==> config.mk <==
export PLATFORM = sky130hd
export DESIGN_NAME = pat_cell
export DESIGN_NICKNAME = d
export VERILOG_FILES = /design/src/rtl/core/pat_pkg.sv /design/src/rtl/core/pat_cell.sv
export SDC_FILE = /design/constraint.sdc
export NUM_CORES = 1
export LEC_CHECK = 0
export ABC_CLOCK_PERIOD_IN_PS = 5700
export BUFFER_PORTS_ARGS = -buffer_cell sky130_fd_sc_hd__clkbuf_2
export CORE_ASPECT_RATIO = 0.9
export CORE_MARGIN = 1.5
export CORE_UTILIZATION = 40
export DETAILED_ROUTE_END_ITERATION = 12
export HOLD_SLACK_MARGIN = 0.1
export PLACE_DENSITY_LB_ADDON = 0.25
export SKIP_CTS_REPAIR_TIMING = 1
export SLEW_MARGIN = 25
export SYNTH_ARGS = -nofsm -noshare
export SYNTH_HDL_FRONTEND = slang
export SYNTH_SLANG_ARGS = --single-unit
export TNS_END_PERCENT = 10
==> constraint.sdc <==
create_clock -name clk -period 5.7 [get_ports clk]
set_input_delay 0.855 -clock clk [delete_from_list [all_inputs] [get_ports clk]]
set_output_delay 0.855 -clock clk [all_outputs]
set_load 0.05 [all_outputs]
==> src/rtl/core/pat_pkg.sv <==
// shared types and codes for the positional array table
package pat_pkg;

  localparam int WORD_W = 32;
  localparam int POS_W  = 7;

  typedef enum logic [2:0] {
    OP_INSERT = 3'd0,
    OP_DELETE = 3'd1,
    OP_UPDATE = 3'd2,
    OP_SEARCH = 3'd3,
    OP_DUMP   = 3'd4
  } op_t;

  typedef enum logic [2:0] {
    ST_OK     = 3'd0,
    ST_FULL   = 3'd1,
    ST_EMPTY  = 3'd2,
    ST_BADPOS = 3'd3,
    ST_MISS   = 3'd4
  } status_t;

  typedef enum logic [2:0] {
    CM_HOLD,
    CM_INSERT,
    CM_ROTATE,
    CM_ROT_REPLACE,
    CM_DELETE
  } cell_mode_t;

  // command broadcast to every cell of the chain
  typedef struct packed {
    cell_mode_t       mode;
    logic [POS_W-1:0] pos_idx;
    logic [POS_W-1:0] tail_idx;
  } cell_ctrl_t;

endpackage

==> src/rtl/core/pat_cell.sv <==
// one storage cell of the table chain, holding a single word
module pat_cell #(
  parameter int IDX = 0
) (
  input  logic                         clk,
  input  pat_pkg::cell_ctrl_t          ctrl,
  input  logic [pat_pkg::WORD_W-1:0]   value,
  input  logic [pat_pkg::WORD_W-1:0]   left_word,
  input  logic [pat_pkg::WORD_W-1:0]   right_word,
  input  logic [pat_pkg::WORD_W-1:0]   head_word,
  output logic [pat_pkg::WORD_W-1:0]   word
);

  localparam logic [pat_pkg::POS_W-1:0] MY_IDX = pat_pkg::POS_W'(IDX);

  logic [pat_pkg::WORD_W-1:0] word_r;
  logic [pat_pkg::WORD_W-1:0] word_nxt;

  // next word from the broadcast command and the neighbours
  always_comb begin
    word_nxt = word_r;
    case (ctrl.mode)
      pat_pkg::CM_INSERT: begin
        if (MY_IDX == ctrl.pos_idx) begin
          word_nxt = value;
        end else if (MY_IDX > ctrl.pos_idx) begin
          word_nxt = left_word;
        end
      end
      pat_pkg::CM_ROTATE, pat_pkg::CM_ROT_REPLACE: begin
        if (MY_IDX == ctrl.tail_idx) begin
          word_nxt = (ctrl.mode == pat_pkg::CM_ROT_REPLACE) ? value : head_word;
        end else if (MY_IDX < ctrl.tail_idx) begin
          word_nxt = right_word;
        end
      end
      pat_pkg::CM_DELETE: begin
        if (MY_IDX >= ctrl.pos_idx) begin
          word_nxt = right_word;
        end
      end
      default: begin
        word_nxt = word_r;
      end
    endcase
  end

  // word storage, no reset needed
  always_ff @(posedge clk) begin
    word_r <= word_nxt;
  end

  assign word = word_r;

endmodule

-- Word level (Yosys, flattened, before mapping)
Cells that the tools add are included.
- output and inout bits: 32
- word-level logic and storage cells: 23
- bits in registers: 32
- reductions and logical operators: 5
- $lt $le $gt $ge: 3
- eq/ne operators: 7
- mux-type cells: 7
- operator list (kind ; count):
    32-bit 2-to-1 mux ; 6
    32-bit case mux with 3 select lines ; 1
    7-bit logical NOT ; 2
    1-bit by 7-bit >= comparator with 1-bit output (first input constant) ; 1
    1-bit by 7-bit greater-than comparator with 1-bit output (first input constant) ; 1
    1-bit by 7-bit less-than comparator with 1-bit output (first input constant) ; 1
    3-bit by 2-bit equality test with 1-bit output (second input constant) ; 2
    3-bit != test (second input constant) ; 2
    4-bit AND reduction ; 1
    3-bit by 1-bit equality test with 1-bit output (second input constant) ; 1
    3-bit equality test (second input constant) ; 1
    3-bit nonzero test ; 1
    2-bit != test (second input constant) ; 1
    2-bit OR reduction ; 1

-- Longest topological paths before layout
Gate-level depths: netlist of run 1.
- word-level depth: 4
- depth in mapped cells: 6

-- Least setup slack after synthesis of run 1
Ideal clock, no wire load.
- path kind: input-to-reg
- start: input ctrl[10] in the netlist's numbering
- end: register word_r, in the netlist word[0] (enable)
- data arrival time: 4112 ps
- buffers on the path: 1
- cell stages on the path: 3
- setup time: 472 ps
- required time: 5228 ps
- slack: 1116 ps
- cell sequence: or4_4 buf_2 o32ai_1
- word-level cells in the longest chain between the ends: 3
- elaborated cells between the ends (all ways): 6
- ends and longest elaborated chain (item ; RTL line ; text):
    from (decl) ; pat_cell.sv:6 ; input pat_pkg::cell_ctrl_t ctrl,
    1-bit by 7-bit greater-than comparator with 1-bit output (tied with other cells) ; pat_cell.sv:26 ; end else if (MY_IDX > ctrl.pos_idx) begin
    3-bit != test (no line) / 2-bit != test (equally long branches) ; - ;
    4-bit AND reduction (no line) * ; - ;
    to (signal assigned) ; pat_cell.sv:50 ; word_r <= word_nxt;
    to (decl) ; pat_cell.sv:16 ; logic [pat_pkg::WORD_W-1:0] word_r;
Mark *: on every way between the ends. The rest lies on a longest branch, timed or not.
A chain may end at the register's enable or synchronous reset.

-- Worst setup path in the final report of run 1
- start: input ctrl[11] in the netlist's numbering
- end: register word_r, in the netlist word[26] (enable)
Same word-level chain as after synthesis.

==> impl_metrics.tcl, run 1 <==
set metrics [dict create \
    synth_top_family_by_area "compound AO/OA/AOI/OAI gates" \
    critical_path_required_ns 5.62 \
    syn_to_final_growth_pct 42.0 \
    die_area_um2 6490 \
    path_cells "clkbuf_2, or3_2, o32ai_4, buf_4" \
    syn_area_per_cell_um2 9.07 \
    grt_start_max_net_pins 34 \
    drt_iter0_markers 170 \
    synth_top_area_share_pct 40.0 \
    cts_root_buf "clkbuf_8" \
    min_period_ns 2.59 \
    max_freq_ghz 0.385 \
    yosys-top-cells-area "edfxtp_1 (40%), mux2i_1 (13%), a211o_1 (12%)" \
    slew_viol_final 0 \
    clkTransAtPathRegs_ns 0.07 \
    start_util_pct 42.0 \
    ys_seq_elements 32 \
    slowest_delay_ns 0.78 \
    antenna_found_initial 0 \
    synthMuxAreaShare_pct 13.3 \
    ys_seq_area_share_pct 40.0 \
    hold_class "in -> reg" \
    maxCapViolations 0 \
    viasPerCell 5.63 \
    final_util_pct 59.6 \
    crit_slowest_cell "or3_2" \
    drc_errors 0 \
    pwr_density_cell_nw_per_um2 199 \
    cts_tree "done" \
    fill_cells 545 \
    pin_count 178 \
    port_buffers 177 \
    ys_async_sr_fraction_pct 0 \
    routed_wl_mm 8.29 \
    synth.distinct_cells 22 \
    setup_viol 0 \
    h-tree-depth 2 \
    track_usage_pct 24.6 \
    ir_drop_v 0.000107 \
    synth_compound_area_share_pct 25.8 \
    coreArea_um2 5730 \
    status "completed" \
    overflow 0 \
    die_h_um 76.6 \
    cp_num_buf_inv 2 \
    ys_warn_count 0 \
    synth_nets 411 \
    crit_type "in -> reg" \
    synth_xor_area_share_pct 0 \
    synth-edff-count 32 \
    startpoint_type "primary input" \
    worst_slack_ns 3.11 \
    cp_max_fo 33 \
    total_power_mw 0.679 \
    yosys.area.top_type "edfxtp_1" \
    dp_hpwl_mm 5.85 \
    fin_crit_sh_pct 45.5 \
    dp_slack_ns 2.58 \
    gp_congestion 0.833 \
    finalSetupTns_ns 0 \
    drive_gt1_share_pct 46.0 \
    placed_area_um2 3320 \
    vias 2815 \
    p_leak_nw 1.78 \
    clock_path_buffers 2 \
    row_count 26 \
    hold_viol_final 0 \
    rsz0062_at_grt "false" \
    synth-adder-area-share_pct 0 \
    synth_cells 265 \
    synth_area_um2 2400 \
    critPathCaptureType "flip-flop" \
    cts_made_buffers 5 \
    synth.most_common_cell "nor2_1" \
    worst_pin_slew_ns 0.707 \
    relSlewSlack_pct 52.7 \
    antenna_cells 0 \
    nets 575 \
    synthSimpleGateAreaFrac_pct 15.3 \
    post_drt_wl_per_cell_um 16.6 \
    grt_pass1_vias 2848 \
    clkSinkCount 32 \
    worstPathArrival_ns 2.51 \
    largest_reg_flops 32 \
    final_area_um2 3410 \
    fp.dieW_um 84.7 \
    grt_pass1_wl_mm 12.9 \
    ant_nets 0 \
    synth-main-ff-cell "edfxtp_1" \
    cp_top_family "simple AND/OR/NAND/NOR gates" \
    drt_pass1_iterations 6 \
]
==> worst paths after layout <==
kind	start	to	slack, ns	cells past startpoint
worst min-delay path	right_word[31]	word[31]$_DFFE_PP_	0.86	2
worst max-delay path	ctrl[11]	word[26]$_DFFE_PP_	3.11	4
==> cell families (layout without fill, tap and decap cells) <==
| family | Yosys count | count (layout) |
|---|---|---|
| muxes | 32 | 32 |
| DFF | 32 | 32 |
| AOI/OAI and AO/OA | 99 | 99 |
| buffers and inverters | 26 | 191 |
| and+or+nand+nor | 76 | 76 |
==> routing by layer <==
metal | track usage [%] | vias to the layer above | routed length, µm
met5 | 0 | - | 0
met4 | 6.94 | 0 | 35
met3 | 5.85 | 4 | 726
met2 | 44.0 | 145 | 4190
met1 | 29.3 | 1320 | 3340
li1 | - | 1346 | -
==> through the flow <==
step                      hold WS [ns]  std cells
after global routing             0.860        500
after floorplan                   1.05        265
after detailed placement          1.14        491
after CTS                        0.850        499
after global placement            1.13        491
final                            0.862        500
==> power breakdown <==
part	internal, mW	switching, mW	leakage (nW)
Clock	0.0849	0.0780	0.0399
Combinational	0.0848	0.142	1.44
Sequential	0.283	0.00574	0.295
==> cell type report <==
cell class / instances / area (µm²) / share of cell area (%)
Multi-Input combinational cell: 207 / 1350 / 39.6
Timing Repair Buffer: 183 / 935 / 27.4
Clock inverter: 1 / 3.75 / 0.110
Sequential cell: 32 / 961 / 28.1
Clock buffer: 7 / 76.3 / 2.24
Tap cell: 70 / 87.6 / 2.57
==> cell usage in the layout (no fill, tap or decap), types with 2 or more instances in the layout <==
master	Yosys	routed
nor2_1	33	33
buf_4	0	5
or4_4	2	2
clkbuf_8	0	5
nand3_1	32	32
a21oi_1	32	32
clkbuf_2	0	177
o21ai_0	25	25
o21ai_1	8	7
clkbuf_1	15	2
mux2i_1	32	32
edfxtp_1	32	32
a211o_1	32	32
or3_2	0	2
(Power assumes the default switching activity.)
==> run 2: changes to the inputs <==
ABC_CLOCK_PERIOD_IN_PS = 2600   (was 5700)
clock period = 2.6 ns   (was 5.7 ns; I/O delays follow)
==> run 2 against run 1 <==
Effect of this change: non-clock buffer count grew 5; utilization is 0.44 points higher; count of clock-buffer cells in the layout fell by 2; sequential cell count is the same; cell count increased by 0.80%; via count grew 0.53%; worst setup slack lost 2.5 ns; final area grew 0.73%.
==> impl_metrics.tcl, run 2 (synthesized netlist as in run 1, its figures left out) <==
set metrics [dict create \
    status "completed" \
    ant_nets 0 \
    hold_class "in -> reg" \
    cts_made_buffers 5 \
    drc_errors 0 \
    path_cells "clkbuf_2, or4_4, o32ai_4, buf_4" \
    syn_to_final_growth_pct 43.0 \
    p_leak_nw 1.80 \
    worstPathArrival_ns 1.92 \
    maxCapViolations 0 \
    dp_hpwl_mm 6.09 \
    relSlewSlack_pct 49.3 \
    setup_viol 0 \
    slew_viol_final 0 \
    coreArea_um2 5730 \
    total_power_mw 1.48 \
    routed_wl_mm 8.26 \
    crit_slowest_cell "or4_4" \
    worst_hold_path.endpoint "word[21]$_DFFE_PP_" \
    ir_drop_v 0.000215 \
    antenna_cells 0 \
    startpoint_type "primary input" \
    crit_type "in -> reg" \
    holdPathStages 2 \
    hold_start "right_word[21]" \
    grt_start_max_net_pins 34 \
    row_count 26 \
    cts_tree "done" \
    final_cell_mix "clkbuf_2 (177), nor2_1 (33)" \
    worst_pin_slew_ns 0.760 \
    cts_root_buf "clkbuf_8" \
    min_period_ns 1.97 \
    grt_pass1_wl_mm 12.9 \
    post_drt_wl_per_cell_um 16.4 \
    die_h_um 76.6 \
    fin_crit_sh_pct 75.7 \
    die_area_um2 6490 \
    viasPerCell 5.62 \
    hold_viol_final 0 \
    drive_gt1_share_pct 46.1 \
    overflow 0 \
    antenna_found_initial 0 \
    critical_path_required_ns 2.55 \
    clock_path_buffers 2 \
    pwr_density_cell_nw_per_um2 430 \
    nets 580 \
    fp.dieW_um 84.7 \
    max_freq_ghz 0.508 \
    finalSetupTns_ns 0 \
    holdWs_ns 0.396 \
    start_util_pct 42.0 \
    largest_reg_flops 32 \
    grt_pass1_vias 2734 \
    drt_iter0_markers 194 \
    clkSinkCount 32 \
    port_buffers 177 \
    clkTransAtPathRegs_ns 0.06 \
    vias 2830 \
    track_usage_pct 24.9 \
    pin_count 178 \
    gp_congestion 0.785 \
    critPathCaptureType "flip-flop" \
    final_common_cell "clkbuf_2" \
    h-tree-depth 2 \
    drt_pass1_iterations 5 \
    cp_max_fo 33 \
    slowest_delay_ns 0.74 \
    rsz0062_at_grt "false" \
]
[run 2: changes by cell type in the layout (fill, tap and decap cells not counted)]
cell	delta
buf_4	+6
clkbuf_1	-2
or3_1	+2
or3_2	-2
buf_6	-1
clkinv_1	+1
nand2_1	+1
nand2_2	-1
[run 2: layer usage]
metal	vias up	share of wire [%]	routed length (µm)	global-route usage, %
met3	16	8.3	683	5.74
met4	0	1.8	146	9.35
li1	1355	-	-	-
met5	-	0	0	0
met2	158	50	4160	45.6
met1	1301	40	3270	28.0
[run 2: layout make-up]
class	count	area, µm²
clock buffers	5	68.8
clock inverters	2	7.51
fillers	523	2290
multi-input cells	207	1350
flip-flops and latches	32	961
well taps	70	87.6
repair buffers	188	968
[run 2: how the worst max path moves through the flow]
stage,startpoint,to,slack [ns],depth (start not counted)
floorplan,ctrl[10],word[0]$_DFFE_PP_,0.17,3
global placement,ctrl[10],word[10]$_DFFE_PP_,0.37,4
detailed placement,ctrl[10],word[12]$_DFFE_PP_,0.33,4
CTS,ctrl[10],word[13]$_DFFE_PP_,0.63,4
global route,ctrl[10],word[19]$_DFFE_PP_,0.56,4
finish,ctrl[10],word[13]$_DFFE_PP_,0.63,4
[run 2: stage by stage]
stage | instances | area (µm²) | setup slack [ns] | util, %
floorplan | 265 | 2420 | 0.170 | -
global placement | 497 | 3360 | 0.367 | 58.7
detailed placement | 497 | 3360 | 0.330 | 58.7
CTS | 504 | 3440 | 0.630 | 60.1
global route | 504 | 3440 | 0.558 | 60.1
finish | 504 | 3440 | 0.631 | 60.1
[run 2: power breakdown]
| part | total (mW) | internal (mW) | switching [mW] |
|---|---|---|---|
| clock | 0.341 | 0.176 | 0.165 |
| sequential | 0.634 | 0.622 | 0.0126 |
| combinational | 0.504 | 0.190 | 0.314 |
| total | 1.48 | 0.988 | 0.492 |
[run 2: worst max-delay path, delay by kind of cell]
family	cells	cell delay [ns]
AOI/OAI and AO/OA	1	0.32
and+or+nand+nor	1	0.74
buffers and inverters	2	0.45
